$ cat config.mk
export PLATFORM = sky130hd
export DESIGN_NAME = first_fit_heap_allocator
export DESIGN_NICKNAME = d
export VERILOG_FILES = /design/src/hdl/ffha_pkg.sv /design/src/hdl/ffha_ram.sv /design/src/hdl/ffha_front.sv /design/src/hdl/ffha_back.sv /design/src/hdl/first_fit_heap_allocator.sv
export SDC_FILE = /design/constraint.sdc
export NUM_CORES = 2
export LEC_CHECK = 0
export BUFFER_PORTS_ARGS = -buffer_cell sky130_fd_sc_hd__buf_2
export CAP_MARGIN = 15
export CORE_ASPECT_RATIO = 1.2
export CORE_UTILIZATION = 40
export CTS_CLUSTER_DIAMETER = 40
export DETAILED_ROUTE_END_ITERATION = 8
export SYNTH_ARGS = -nofsm -noshare
export SYNTH_HDL_FRONTEND = slang
export SYNTH_SLANG_ARGS = --single-unit
export TNS_END_PERCENT = 10
$ cat constraint.sdc
create_clock -name aclk -period 15.1 [get_ports aclk]
set_input_delay 0.755 -clock aclk [delete_from_list [all_inputs] [get_ports aclk]]
set_output_delay 0.755 -clock aclk [all_outputs]
set_load 0.01 [all_outputs]
$ cat src/hdl/ffha_pkg.sv
`timescale 1ns / 1ps
// shared types, constants and codes for the first-fit heap allocator
// no dependencies

package ffha_pkg;

    localparam int ARENA_BYTES    = 65536;
    localparam int MAX_BLOCKS_DEF = 64;
    localparam int HEADER_BYTES   = 32;
    localparam int ALIGN_BYTES    = 16;
    localparam int CHUNK_RESET    = 3 * 4096;

    localparam int ADDR_W     = 17;
    localparam int SUM_W      = 18;
    localparam int S_TDATA_W  = 40;
    localparam int M_TDATA_W  = 24;

    localparam logic [SUM_W-1:0]  HDR        = SUM_W'(HEADER_BYTES);
    localparam logic [SUM_W-1:0]  ARENA_S    = SUM_W'(ARENA_BYTES);
    localparam logic [SUM_W-1:0]  SPLIT_MIN  = SUM_W'(HEADER_BYTES + ALIGN_BYTES);
    localparam logic [SUM_W-1:0]  ALIGN_LOW  = SUM_W'(ALIGN_BYTES - 1);
    localparam logic [SUM_W-1:0]  ALIGN_MASK = ~SUM_W'(ALIGN_BYTES - 1);
    localparam logic [ADDR_W-1:0] CHUNK_RST  = ADDR_W'(CHUNK_RESET);
    localparam logic [ADDR_W-1:0] LIMIT_RST  = ADDR_W'(ARENA_BYTES);

    typedef enum logic {
        OP_ALLOC = 1'b0,
        OP_FREE  = 1'b1
    } op_t;

    typedef enum logic [1:0] {
        ST_OK   = 2'd0,
        ST_NULL = 2'd1,
        ST_OOM  = 2'd2,
        ST_BAD  = 2'd3
    } status_t;

    typedef enum logic {
        CFG_CHUNK = 1'b0,
        CFG_LIMIT = 1'b1
    } cfg_idx_t;

    // classified request handed from front to back
    typedef struct packed {
        op_t               op;
        logic              zero;
        logic [SUM_W-1:0]  aligned;
        logic [ADDR_W-1:0] addr;
    } cmd_t;

    // one descriptor of the block table
    typedef struct packed {
        logic [ADDR_W-1:0] start;
        logic [ADDR_W-1:0] len;
        logic              used;
    } desc_t;

    typedef enum logic [3:0] {
        S_IDLE,
        S_START,
        S_SCAN_RD,
        S_SCAN_CHK,
        S_NEXT_RD,
        S_NEXT_CHK,
        S_ALLOC_DEC,
        S_GROW_DEC,
        S_FREE_DEC,
        S_SHIFT_RD,
        S_SHIFT_WR,
        S_FIN0,
        S_FIN1,
        S_RESP
    } state_t;

endpackage

$ cat src/hdl/ffha_ram.sv
`timescale 1ns / 1ps
// generic single-write, single-read ram with registered read data
// no dependencies

module ffha_ram #(
    parameter int WIDTH = 8,
    parameter int DEPTH = 16
) (
    input  logic                     aclk,
    input  logic                     we,
    input  logic [$clog2(DEPTH)-1:0] waddr,
    input  logic [WIDTH-1:0]         wdata,
    input  logic [$clog2(DEPTH)-1:0] raddr,
    output logic [WIDTH-1:0]         rdata
);

    logic [WIDTH-1:0] mem [DEPTH];
    logic [WIDTH-1:0] rdata_reg;

    always_ff @(posedge aclk) begin
        if (we) begin
            mem[waddr] <= wdata;
        end
        rdata_reg <= mem[raddr];
    end

    assign rdata = rdata_reg;

endmodule

$ cat src/hdl/ffha_front.sv
`timescale 1ns / 1ps
// front end: takes request words, classifies them and queues them for the back end
// depends on ffha_pkg

module ffha_front import ffha_pkg::*; (
    input  logic                 aclk,
    input  logic                 aresetn,
    input  logic                 s_tvalid,
    output logic                 s_tready,
    input  logic [S_TDATA_W-1:0] s_tdata,
    input  logic                 s_tuser,
    output logic                 q_valid,
    input  logic                 q_ready,
    output cmd_t                 q_cmd
);

    cmd_t        slot_reg [2];
    logic        wptr_reg, wptr_next;
    logic        rptr_reg, rptr_next;
    logic [1:0]  fill_reg, fill_next;
    cmd_t        cls;
    logic        push, pop;
    logic [SUM_W-1:0] size_ext;

    // classify the request word: opcode, zero-size flag, size rounded up to the alignment, address
    always_comb begin
        size_ext    = {1'b0, s_tdata[ADDR_W-1:0]};
        cls.op      = op_t'(s_tuser);
        cls.zero    = (s_tdata[ADDR_W-1:0] == '0);
        cls.aligned = (size_ext + ALIGN_LOW) & ALIGN_MASK;
        cls.addr    = s_tdata[2*ADDR_W-1:ADDR_W];
    end

    assign s_tready = (fill_reg != 2'd2);
    assign q_valid  = (fill_reg != 2'd0);
    assign q_cmd    = slot_reg[rptr_reg];
    assign push     = s_tvalid && s_tready;
    assign pop      = q_valid && q_ready;

    always_comb begin
        wptr_next = push ? ~wptr_reg : wptr_reg;
        rptr_next = pop ? ~rptr_reg : rptr_reg;
        fill_next = fill_reg + 2'(push) - 2'(pop);
    end

    always_ff @(posedge aclk) begin
        if (!aresetn) begin
            wptr_reg <= 1'b0;
            rptr_reg <= 1'b0;
            fill_reg <= 2'd0;
        end else begin
            wptr_reg <= wptr_next;
            rptr_reg <= rptr_next;
            fill_reg <= fill_next;
        end
    end

    always_ff @(posedge aclk) begin
        if (push) begin
            slot_reg[wptr_reg] <= cls;
        end
    end

endmodule

$ cat src/hdl/ffha_back.sv
`timescale 1ns / 1ps
// back end: walks the descriptor table, splits, grows, merges and shifts entries
// depends on ffha_pkg and ffha_ram

module ffha_back import ffha_pkg::*; #(
    parameter int MAX_BLOCKS = MAX_BLOCKS_DEF
) (
    input  logic              aclk,
    input  logic              aresetn,
    input  logic              cfg_valid,
    input  cfg_idx_t          cfg_index,
    input  logic [ADDR_W-1:0] cfg_wdata,
    input  logic              q_valid,
    output logic              q_ready,
    input  cmd_t              q_cmd,
    output logic              out_valid,
    input  logic              out_ready,
    output status_t           out_status,
    output logic [ADDR_W-1:0] out_addr,
    output logic              out_released
);

    localparam int AW = $clog2(MAX_BLOCKS);
    localparam int CW = $clog2(MAX_BLOCKS + 1);
    localparam int DW = $bits(desc_t);
    localparam logic [CW-1:0] MAXC = CW'(MAX_BLOCKS);
    localparam logic [CW-1:0] ONE  = CW'(1);

    state_t            state_reg, state_next;
    cmd_t              cmd_reg, cmd_next;
    logic [CW-1:0]     idx_reg, idx_next;
    desc_t             cur_reg, cur_next;
    desc_t             prev_reg, prev_next;
    desc_t             nxt_reg, nxt_next;
    logic              has_next_reg, has_next_next;
    logic [CW-1:0]     count_reg, count_next;
    logic [ADDR_W-1:0] brk_reg, brk_next;
    logic [CW-1:0]     used_reg, used_next;
    logic [ADDR_W-1:0] chunk_reg, chunk_next;
    logic [ADDR_W-1:0] limit_reg, limit_next;
    logic [CW-1:0]     src_reg, src_next;
    logic [CW-1:0]     stop_reg, stop_next;
    logic [CW-1:0]     dist_reg, dist_next;
    logic              up_reg, up_next;
    logic [CW-1:0]     f0a_reg, f0a_next;
    desc_t             f0d_reg, f0d_next;
    logic [CW-1:0]     f1a_reg, f1a_next;
    desc_t             f1d_reg, f1d_next;
    logic              two_reg, two_next;
    status_t           rst_reg, rst_next;
    logic [ADDR_W-1:0] raddr_reg, raddr_next;
    logic              rrel_reg, rrel_next;
    logic              ov_reg, ov_next;
    status_t           os_reg, os_next;
    logic [ADDR_W-1:0] oa_reg, oa_next;
    logic              orl_reg, orl_next;

    logic              ram_we;
    logic [CW-1:0]     ram_wa, ram_ra;
    desc_t             ram_wd;
    logic [DW-1:0]     ram_rdata;
    desc_t             rd;

    // decision flags
    logic [SUM_W-1:0]  total, grow, lim, chunk_e, g_len;
    logic              is_free, start_null, start_empty, start_range, init_fail;
    logic              hit, last, split_a, oom_g, split_g, mn, mp, released;
    logic [SUM_W-1:0]  len_i;
    logic [1:0]        k;
    logic [CW-1:0]     pos, shift_src;
    logic              shift_done;

    ffha_ram #(.WIDTH(DW), .DEPTH(MAX_BLOCKS)) u_table (
        .aclk  (aclk),
        .we    (ram_we),
        .waddr (ram_wa[AW-1:0]),
        .wdata (ram_wd),
        .raddr (ram_ra[AW-1:0]),
        .rdata (ram_rdata)
    );

    assign rd = desc_t'(ram_rdata);

    always_comb begin
        is_free     = (cmd_reg.op == OP_FREE);
        total       = HDR + cmd_reg.aligned;
        chunk_e     = {1'b0, chunk_reg};
        grow        = (chunk_e > total) ? chunk_e : total;
        lim         = ({1'b0, limit_reg} > ARENA_S) ? ARENA_S : {1'b0, limit_reg};
        g_len       = grow - HDR;
        start_null  = is_free ? (cmd_reg.addr == '0) : cmd_reg.zero;
        start_empty = (count_reg == '0);
        start_range = ({1'b0, cmd_reg.addr} < HDR) || (cmd_reg.addr > brk_reg);
        init_fail   = grow > lim;
        hit = is_free ? ((SUM_W'(rd.start) + HDR) == {1'b0, cmd_reg.addr})
                      : (!rd.used && ({1'b0, rd.len} >= cmd_reg.aligned));
        last        = ((idx_reg + ONE) == count_reg);
        split_a     = (count_reg < MAXC) &&
                      ({1'b0, cur_reg.len} >= cmd_reg.aligned + SPLIT_MIN);
        oom_g       = (count_reg >= MAXC) || ({1'b0, brk_reg} + grow > lim);
        split_g     = ((count_reg + ONE) < MAXC) && (g_len >= cmd_reg.aligned + SPLIT_MIN);
        mn = has_next_reg && !nxt_reg.used &&
             (SUM_W'(cur_reg.start) + HDR + SUM_W'(cur_reg.len) == {1'b0, nxt_reg.start});
        len_i = mn ? (SUM_W'(cur_reg.len) + SUM_W'(nxt_reg.len) + HDR) : SUM_W'(cur_reg.len);
        mp = (idx_reg != '0) && !prev_reg.used &&
             (SUM_W'(prev_reg.start) + HDR + SUM_W'(prev_reg.len) == {1'b0, cur_reg.start});
        released    = (used_reg == ONE);
        k           = 2'(mn) + 2'(mp);
        pos         = mp ? idx_reg : idx_reg + ONE;
        shift_src   = pos + CW'(k);
        shift_done  = (src_reg == stop_reg);
    end

    // next state
    always_comb begin
        state_next = state_reg;
        case (state_reg)
            S_IDLE:      if (q_valid) state_next = S_START;
            S_START: begin
                if (start_null) begin
                    state_next = S_RESP;
                end else if (is_free) begin
                    state_next = (start_empty || start_range) ? S_RESP : S_SCAN_RD;
                end else begin
                    state_next = (start_empty && init_fail) ? S_RESP : S_SCAN_RD;
                end
            end
            S_SCAN_RD:   state_next = S_SCAN_CHK;
            S_SCAN_CHK: begin
                if (is_free) begin
                    if (hit) begin
                        if (!rd.used) state_next = S_RESP;
                        else state_next = last ? S_FREE_DEC : S_NEXT_RD;
                    end else begin
                        state_next = last ? S_RESP : S_SCAN_RD;
                    end
                end else if (hit) begin
                    state_next = S_ALLOC_DEC;
                end else begin
                    state_next = last ? S_GROW_DEC : S_SCAN_RD;
                end
            end
            S_NEXT_RD:   state_next = S_NEXT_CHK;
            S_NEXT_CHK:  state_next = S_FREE_DEC;
            S_ALLOC_DEC: begin
                state_next = (split_a && (count_reg > idx_reg + ONE)) ? S_SHIFT_RD : S_FIN0;
            end
            S_GROW_DEC:  state_next = oom_g ? S_RESP : S_FIN0;
            S_FREE_DEC: begin
                if (released) state_next = S_RESP;
                else if ((k != 2'd0) && (shift_src < count_reg)) state_next = S_SHIFT_RD;
                else state_next = S_FIN0;
            end
            S_SHIFT_RD:  state_next = S_SHIFT_WR;
            S_SHIFT_WR:  state_next = shift_done ? S_FIN0 : S_SHIFT_RD;
            S_FIN0:      state_next = two_reg ? S_FIN1 : S_RESP;
            S_FIN1:      state_next = S_RESP;
            S_RESP:      if (!ov_reg || out_ready) state_next = S_IDLE;
            default:     state_next = S_IDLE;
        endcase
    end

    // datapath and table port
    always_comb begin
        cmd_next      = cmd_reg;
        idx_next      = idx_reg;
        cur_next      = cur_reg;
        prev_next     = prev_reg;
        nxt_next      = nxt_reg;
        has_next_next = has_next_reg;
        count_next    = count_reg;
        brk_next      = brk_reg;
        used_next     = used_reg;
        chunk_next    = chunk_reg;
        limit_next    = limit_reg;
        src_next      = src_reg;
        stop_next     = stop_reg;
        dist_next     = dist_reg;
        up_next       = up_reg;
        f0a_next      = f0a_reg;
        f0d_next      = f0d_reg;
        f1a_next      = f1a_reg;
        f1d_next      = f1d_reg;
        two_next      = two_reg;
        rst_next      = rst_reg;
        raddr_next    = raddr_reg;
        rrel_next     = rrel_reg;
        ov_next       = ov_reg;
        os_next       = os_reg;
        oa_next       = oa_reg;
        orl_next      = orl_reg;
        ram_we        = 1'b0;
        ram_wa        = f0a_reg;
        ram_wd        = f0d_reg;
        ram_ra        = idx_reg;
        q_ready       = (state_reg == S_IDLE);

        if (ov_reg && out_ready) ov_next = 1'b0;

        if (cfg_valid) begin
            case (cfg_index)
                CFG_CHUNK: chunk_next = cfg_wdata;
                CFG_LIMIT: limit_next = cfg_wdata;
                default:   chunk_next = chunk_reg;
            endcase
        end

        case (state_reg)
            S_IDLE: begin
                if (q_valid) cmd_next = q_cmd;
            end
            S_START: begin
                rst_next   = ST_OK;
                raddr_next = '0;
                rrel_next  = 1'b0;
                idx_next   = '0;
                if (start_null) begin
                    rst_next = ST_NULL;
                end else if (is_free) begin
                    if (!start_empty && start_range) rst_next = ST_BAD;
                end else if (start_empty) begin
                    if (init_fail) begin
                        rst_next = ST_OOM;
                    end else begin
                        // first growth of an empty heap
                        ram_we     = 1'b1;
                        ram_wa     = '0;
                        ram_wd     = '{start: '0, len: g_len[ADDR_W-1:0], used: 1'b0};
                        count_next = ONE;
                        brk_next   = grow[ADDR_W-1:0];
                    end
                end
            end
            S_SCAN_RD: begin
                ram_ra = idx_reg;
            end
            S_SCAN_CHK: begin
                cur_next      = rd;
                prev_next     = cur_reg;
                has_next_next = !last;
                if (!hit) begin
                    idx_next = idx_reg + ONE;
                    if (is_free && last) rst_next = ST_BAD;
                end else if (is_free && !rd.used) begin
                    rst_next = ST_BAD;
                end
            end
            S_NEXT_RD: begin
                ram_ra = idx_reg + ONE;
            end
            S_NEXT_CHK: begin
                nxt_next = rd;
            end
            S_ALLOC_DEC: begin
                used_next  = used_reg + ONE;
                raddr_next = ADDR_W'(SUM_W'(cur_reg.start) + HDR);
                f0a_next   = idx_reg;
                two_next   = split_a;
                if (split_a) begin
                    f0d_next   = '{start: cur_reg.start,
                                   len: cmd_reg.aligned[ADDR_W-1:0], used: 1'b1};
                    f1a_next   = idx_reg + ONE;
                    f1d_next   = '{start: ADDR_W'(SUM_W'(cur_reg.start) + HDR + cmd_reg.aligned),
                                   len: ADDR_W'(SUM_W'(cur_reg.len) - cmd_reg.aligned - HDR),
                                   used: 1'b0};
                    count_next = count_reg + ONE;
                    // open a hole above the split block
                    up_next    = 1'b1;
                    dist_next  = ONE;
                    src_next   = count_reg - ONE;
                    stop_next  = idx_reg + ONE;
                end else begin
                    f0d_next = '{start: cur_reg.start, len: cur_reg.len, used: 1'b1};
                end
            end
            S_GROW_DEC: begin
                if (oom_g) begin
                    rst_next = ST_OOM;
                end else begin
                    used_next  = used_reg + ONE;
                    raddr_next = ADDR_W'(SUM_W'(brk_reg) + HDR);
                    brk_next   = ADDR_W'(SUM_W'(brk_reg) + grow);
                    f0a_next   = count_reg;
                    f1a_next   = count_reg + ONE;
                    two_next   = split_g;
                    f1d_next   = '{start: ADDR_W'(SUM_W'(brk_reg) + HDR + cmd_reg.aligned),
                                   len: ADDR_W'(g_len - cmd_reg.aligned - HDR), used: 1'b0};
                    if (split_g) begin
                        f0d_next   = '{start: brk_reg, len: cmd_reg.aligned[ADDR_W-1:0],
                                       used: 1'b1};
                        count_next = count_reg + CW'(2);
                    end else begin
                        f0d_next   = '{start: brk_reg, len: g_len[ADDR_W-1:0], used: 1'b1};
                        count_next = count_reg + ONE;
                    end
                end
            end
            S_FREE_DEC: begin
                if (released) begin
                    // nothing left allocated: back to an empty arena
                    used_next  = '0;
                    count_next = '0;
                    brk_next   = '0;
                    rrel_next  = 1'b1;
                end else begin
                    used_next  = used_reg - ONE;
                    two_next   = 1'b0;
                    count_next = count_reg - CW'(k);
                    up_next    = 1'b0;
                    dist_next  = CW'(k);
                    src_next   = shift_src;
                    stop_next  = count_reg - ONE;
                    if (mp) begin
                        f0a_next = idx_reg - ONE;
                        f0d_next = '{start: prev_reg.start,
                                     len: ADDR_W'(SUM_W'(prev_reg.len) + len_i + HDR),
                                     used: 1'b0};
                    end else begin
                        f0a_next = idx_reg;
                        f0d_next = '{start: cur_reg.start, len: len_i[ADDR_W-1:0],
                                     used: 1'b0};
                    end
                end
            end
            S_SHIFT_RD: begin
                ram_ra = src_reg;
            end
            S_SHIFT_WR: begin
                ram_we = 1'b1;
                ram_wa = up_reg ? src_reg + ONE : src_reg - dist_reg;
                ram_wd = rd;
                src_next = up_reg ? src_reg - ONE : src_reg + ONE;
            end
            S_FIN0: begin
                ram_we = 1'b1;
                ram_wa = f0a_reg;
                ram_wd = f0d_reg;
            end
            S_FIN1: begin
                ram_we = 1'b1;
                ram_wa = f1a_reg;
                ram_wd = f1d_reg;
            end
            S_RESP: begin
                if (!ov_reg || out_ready) begin
                    ov_next  = 1'b1;
                    os_next  = rst_reg;
                    oa_next  = raddr_reg;
                    orl_next = rrel_reg;
                end
            end
            default: begin
                ram_we = 1'b0;
            end
        endcase
    end

    always_ff @(posedge aclk) begin
        if (!aresetn) begin
            state_reg <= S_IDLE;
            count_reg <= '0;
            brk_reg   <= '0;
            used_reg  <= '0;
            chunk_reg <= CHUNK_RST;
            limit_reg <= LIMIT_RST;
            ov_reg    <= 1'b0;
        end else begin
            state_reg <= state_next;
            count_reg <= count_next;
            brk_reg   <= brk_next;
            used_reg  <= used_next;
            chunk_reg <= chunk_next;
            limit_reg <= limit_next;
            ov_reg    <= ov_next;
        end
    end

    always_ff @(posedge aclk) begin
        cmd_reg      <= cmd_next;
        idx_reg      <= idx_next;
        cur_reg      <= cur_next;
        prev_reg     <= prev_next;
        nxt_reg      <= nxt_next;
        has_next_reg <= has_next_next;
        src_reg      <= src_next;
        stop_reg     <= stop_next;
        dist_reg     <= dist_next;
        up_reg       <= up_next;
        f0a_reg      <= f0a_next;
        f0d_reg      <= f0d_next;
        f1a_reg      <= f1a_next;
        f1d_reg      <= f1d_next;
        two_reg      <= two_next;
        rst_reg      <= rst_next;
        raddr_reg    <= raddr_next;
        rrel_reg     <= rrel_next;
        os_reg       <= os_next;
        oa_reg       <= oa_next;
        orl_reg      <= orl_next;
    end

    assign out_valid    = ov_reg;
    assign out_status   = os_reg;
    assign out_addr     = oa_reg;
    assign out_released = orl_reg;

endmodule

$ cat src/hdl/first_fit_heap_allocator.sv
`timescale 1ns / 1ps
// a request walks the descriptor table entry by entry, reading and then checking each;
//   a split or merge then moves entries up or down, reading and writing each one,
//   and the final descriptor writes and the result follow; walk and moves touch
//   disjoint parts of the table
// the back end takes one request at a time; a 2-word queue in front accepts until full
// reset: synchronous active-low aresetn empties the heap and restores register defaults
// at once; table contents are not cleared, as only entries below the count are read

module first_fit_heap_allocator import ffha_pkg::*; #(
    parameter int MAX_BLOCKS = MAX_BLOCKS_DEF
) (
    input  logic                 aclk,
    input  logic                 aresetn,
    input  logic                 s_tvalid,
    output logic                 s_tready,
    input  logic [S_TDATA_W-1:0] s_tdata,   // request_size, release_address, zero fill
    input  logic                 s_tuser,   // opcode
    output logic                 m_tvalid,
    input  logic                 m_tready,
    output logic [M_TDATA_W-1:0] m_tdata,   // payload_address, arena_released, zero fill
    output logic [1:0]           m_tuser,   // status
    input  logic                 cfg_valid,
    output logic                 cfg_ready,
    input  logic                 cfg_index,
    input  logic [ADDR_W-1:0]    cfg_wdata
);

    logic              q_valid, q_ready;
    cmd_t              q_cmd;
    status_t           out_status;
    logic [ADDR_W-1:0] out_addr;
    logic              out_released;

    assign cfg_ready = 1'b1;

    ffha_front u_front (
        .aclk     (aclk),
        .aresetn  (aresetn),
        .s_tvalid (s_tvalid),
        .s_tready (s_tready),
        .s_tdata  (s_tdata),
        .s_tuser  (s_tuser),
        .q_valid  (q_valid),
        .q_ready  (q_ready),
        .q_cmd    (q_cmd)
    );

    ffha_back #(.MAX_BLOCKS(MAX_BLOCKS)) u_back (
        .aclk         (aclk),
        .aresetn      (aresetn),
        .cfg_valid    (cfg_valid),
        .cfg_index    (cfg_idx_t'(cfg_index)),
        .cfg_wdata    (cfg_wdata),
        .q_valid      (q_valid),
        .q_ready      (q_ready),
        .q_cmd        (q_cmd),
        .out_valid    (m_tvalid),
        .out_ready    (m_tready),
        .out_status   (out_status),
        .out_addr     (out_addr),
        .out_released (out_released)
    );

    assign m_tdata = {(M_TDATA_W - ADDR_W - 1)'(0), out_released, out_addr};
    assign m_tuser = out_status;

endmodule

==> results.md <==
- The floorplan step defined a core boundary enclosing 294000 µm².
- On the final layout, the worst clock skew is ~0.061 ns.
- VDD sags by at most 0.203 mV.
- Routability-driven placement finished with a final weighted congestion of between 0.9 and 1.
- The placement row count is ~220.
- The final routed wire length divided by cell count is just under 30 µm.
- For the worst setup path, the data required time is 15.59 ns.
- The post-synthesis sequential area ratio is 0.676.
- In this run, distinct cell masters in the synthesized netlist total 96.
- The worst-case setup margin in the final layout is 3.81 ns.
- The reported leakage power is 0.0450 µW.
- The fraction of the core area covered by cells at the end of the flow is 0.461.
- The clock edge transition at the registers on the reported setup and hold paths is 0.07 ns.
- Post-CTS timing repair inserted 0 buffers for setup.
- At the later pin of the worst-skew pair, clock insertion delay measures 0.87 ns.
- The synthesized design contains 2700 register bits.
- The number of global-route vias before repair is 67949.
- The die area is around 300000 µm².
- The initial antenna violation count came to 3.
- The HPWL reported at the end of detailed placement is 207 mm.
- The share of the clock period used by the worst path is 0.748.
- The average cell area after synthesis is ~16 µm².
- STA classifies the critical path startpoint as a flip-flop.
- The total of endpoints with negative setup slack in the final report is 0.
- The endpoint of the lowest-slack register-to-register path is u_back.u_table.mem[59][18]$_DFFE_PP_.
- The critical-path maximum fanout is 28.
- The total track usage is 0.222.
- Max-cap violations in this run came to 0.
- Setup repair after global routing left no endpoint under its margin.
- In this run the register-to-register setup slack is around 3.8 ns.
- The data arrival at the endpoint of the critical path is 11.78 ns.
- The slew at the pin with the worst max-slew slack is 1.37 ns.
- The final number of max-transition violations is 0.
- The post-placement setup slack is 3.93 ns.
- Buffers inserted during clock tree synthesis total roughly 340.
- The number of port buffers is 79.
- The proportion of synthesized flip-flops having asynchronous set or reset is 0.
- From bottom edge to top edge, the die measures 598 µm.
- The synthesized instance count is 7217.
- The maximum number of pins on one net before global-route repair is 105.
- The routed design could run at a clock period as short as 11.29 ns.
- Hold repair after CTS inserted 0 buffers.
- Tracing the worst setup path back leads to its startpoint at u_back.cmd_reg[22]$_DFFE_PP_.
- The count of endpoints failing hold in the final timing report is 0.
- In the routed layout, each cell is associated on average with a via count of 5.80.
- The startpoint of the most critical hold path is s_tdata[17].
- The net total in the final layout is 7881.
- The remaining number of nets flagged by the antenna check after routing is 0.
- The cell area after synthesis is 118000 µm².
- For the final routed database, the setup TNS stands at 0 ns.
- The wire length of the first global-routing pass is 481 mm.
- Summed over all layers, the routed wires come to 334 mm.
- The detailed router placed 67217 vias in this run.
- The timing-limited maximum frequency is 88.6 MHz.
- The maximum clock path buffer count is 4.
- The starting utilization of the core area is 0.402.
- The number of flip-flops in the largest register is 2240.
- Clock tree synthesis selected as its root buffer the cell sky130_fd_sc_hd__clkbuf_16.
- The DRC violation count after routing is 0.
- The total power divided by cell area is 214 nW/µm².
- In this run the worst hold path is classified as primary input to flip-flop.
- The reg-to-reg startpoint is u_back.cmd_reg[22]$_DFFE_PP_.
- The remaining global-route overflow is 0.
- The share of post-route cells with drive strength above 1 is 0.204.
- TritonCTS built the clock tree.
- The capture endpoint of the worst hold path is u_front.slot_reg[1][0]$_DFFE_PP_.
- The type of the worst setup path is flip-flop to flip-flop.
- The total number of yosys warnings is 0.
- Measured against its own limit, the worst slew margin works out to 0.0620.
- The worst setup path is captured at a flip-flop.
- The width of the die is 498 µm.
- The synthesized design contains ~2600 enable-type register cells.
- The area added between synthesis and finish is 14.6%.
- Pin placement for this block handled 93 I/O pins.
- The worst hold path cell count is 1.
- The worst hold slack is 0.0869 ns.
- The most used flip-flop cell after synthesis is sky130_fd_sc_hd__edfxtp_1.
- The total number of clock tree sinks is 2700.
- The run finished with clean final reports.
- The first detailed-routing pass ran for 8 iterations.
- The depth of the worst register-to-register path is 24.
- The deepest level of the CTS H-tree is 5.
- The DRC marker count from the first detailed-route iteration is ~7200.
- The count of cells resized by post-cts repair is 0.
[layout by cell type (no fill, tap or decap), drive strengths merged, types with 111 or more instances in the layout]
master,netlist,final
nand2,559,559
clkinv,6,111
mux2i,158,158
a211oi,173,173
a21oi,205,205
mux4,560,560
buf,157,273
ha,345,345
a31oi,170,170
edfxtp,2591,2591
nor2,253,253
clkbuf,213,383
and2,156,156
xnor2,181,181
o21ai,156,156
inv,247,308
[report_power, final]
part | switching (µW) | internal, µW | total, µW
Sequential | 494 | 9320 | 9810
Combinational | 7040 | 4070 | 11100
Clock | 3270 | 4800 | 8060
[critical path, stage by stage, from the launching register on]
cell and delay [ns]:
sky130_fd_sc_hd__edfxtp_1 0.86, sky130_fd_sc_hd__ha_1 0.53, sky130_fd_sc_hd__nand4_1 0.21, sky130_fd_sc_hd__nor3_1 0.25
sky130_fd_sc_hd__xnor2_1 0.15, sky130_fd_sc_hd__ha_1 0.39, sky130_fd_sc_hd__a21oi_1 0.07, sky130_fd_sc_hd__o21ai_0 0.21
sky130_fd_sc_hd__a21oi_1 0.13, sky130_fd_sc_hd__nor2_1 0.35, sky130_fd_sc_hd__nand2_1 0.66, sky130_fd_sc_hd__o21ai_0 0.87
sky130_fd_sc_hd__inv_1 0.33, sky130_fd_sc_hd__ha_1 0.37, sky130_fd_sc_hd__nand3_1 0.10, sky130_fd_sc_hd__a21oi_1 0.06
sky130_fd_sc_hd__o31ai_1 0.23, sky130_fd_sc_hd__a21oi_1 0.10, sky130_fd_sc_hd__o311ai_1 0.84, sky130_fd_sc_hd__nand4_1 0.80
sky130_fd_sc_hd__a31oi_1 0.43, sky130_fd_sc_hd__a21boi_0 0.72, sky130_fd_sc_hd__nand3_1 0.83, sky130_fd_sc_hd__nor2_4 0.87
sky130_fd_sc_hd__buf_4 0.48
[worst max-delay path by stage]
stage | to | slack [ns] | cells past startpoint
finish | u_back.u_table.mem[59][18]$_DFFE_PP_ | 3.81 | 24
global route | u_back.u_table.mem[59][18]$_DFFE_PP_ | 3.01 | 24
CTS | u_back.u_table.mem[59][16]$_DFFE_PP_ | 3.84 | 24
floorplan | u_back.f1a_reg[0]$_DFFE_PP_ | 5.76 | 32
detailed placement | u_back.u_table.mem[59][3]$_DFFE_PP_ | 3.93 | 24
global placement | u_back.u_table.mem[59][19]$_DFFE_PP_ | 4.07 | 24
[final cells by class]
type | instances | area [µm²]
diodes | 2 | 5.00
clock buffers | 382 | 8780
clock inverters | 225 | 2460
fillers | 25101 | 158000
inverters | 253 | 950
multi-input cells | 3899 | 36500
flip-flops and latches | 2700 | 80000
well taps | 3850 | 4820
repair buffers | 274 | 2070
[cell families after synthesis]
family,after synthesis,synth area share
DFF,2700,0.676
xor gates and xnor gates,261,0.0196
AOI/OAI and AO/OA,1093,0.0632
adders and majority gates,354,0.0380
buffers and inverters,623,0.0211
and+or+nand+nor,1425,0.0577
muxes,759,0.124
other,2,0.0000635
[cell usage after synthesis (19+ instances only)]
| master | instances | area, µm² |
|---|---|---|
| sky130_fd_sc_hd__a221oi_1 | 19 | 166 |
| sky130_fd_sc_hd__a21oi_1 | 203 | 1020 |
| sky130_fd_sc_hd__xor2_1 | 78 | 683 |
| sky130_fd_sc_hd__mux2i_1 | 158 | 1580 |
| sky130_fd_sc_hd__buf_2 | 85 | 425 |
| sky130_fd_sc_hd__nor3_1 | 76 | 380 |
| sky130_fd_sc_hd__inv_1 | 246 | 923 |
| sky130_fd_sc_hd__nor4_1 | 33 | 206 |
| sky130_fd_sc_hd__ha_1 | 345 | 4320 |
| sky130_fd_sc_hd__nand2b_1 | 45 | 282 |
| sky130_fd_sc_hd__mux4_2 | 560 | 12600 |
| sky130_fd_sc_hd__dfxtp_1 | 109 | 2180 |
| sky130_fd_sc_hd__a222oi_1 | 40 | 400 |
| sky130_fd_sc_hd__and2_1 | 155 | 970 |
| sky130_fd_sc_hd__a21o_1 | 58 | 435 |
| sky130_fd_sc_hd__o21ai_0 | 143 | 716 |
| sky130_fd_sc_hd__nand3_1 | 101 | 505 |
| sky130_fd_sc_hd__o211ai_1 | 22 | 165 |
| sky130_fd_sc_hd__mux2_2 | 41 | 462 |
| sky130_fd_sc_hd__nor2_1 | 253 | 950 |
| sky130_fd_sc_hd__edfxtp_1 | 2591 | 77800 |
| sky130_fd_sc_hd__xnor2_1 | 178 | 1560 |
| sky130_fd_sc_hd__a221o_1 | 25 | 250 |
| sky130_fd_sc_hd__a22o_1 | 26 | 228 |
| sky130_fd_sc_hd__a31oi_1 | 169 | 1060 |
| sky130_fd_sc_hd__nand4_1 | 44 | 275 |
| sky130_fd_sc_hd__and3_1 | 29 | 181 |
| sky130_fd_sc_hd__a211oi_1 | 173 | 1300 |
| sky130_fd_sc_hd__nor2b_1 | 49 | 307 |
| sky130_fd_sc_hd__nand2_1 | 559 | 2100 |
| sky130_fd_sc_hd__o21a_1 | 32 | 240 |
| sky130_fd_sc_hd__clkbuf_1 | 211 | 792 |
| sky130_fd_sc_hd__buf_1 | 61 | 229 |
[metrics by stage]
| stage | cell area [µm²] | total power, µW | instances |
|---|---|---|---|
| after floorplan | 118000 | 16800 | 7222 |
| after global placement | 124000 | 20900 | 10968 |
| after detailed placement | 124000 | 21000 | 10968 |
| after CTS | 135000 | 29100 | 11575 |
| after global routing | 136000 | 30200 | 11584 |
| final | 136000 | 29000 | 11585 |
[layer usage]
metal  routed length (µm)  up-vias  share of wire  track usage
met2               161000     2451           0.48        0.363
met1               135000    34970           0.40        0.290
met3                20400      541          0.061       0.0307
met5                    0        -              0            0
met4                18100        0          0.054        0.110
li1                     -    29255              -            -
Note: power is estimated with default switching activity, not from simulation.
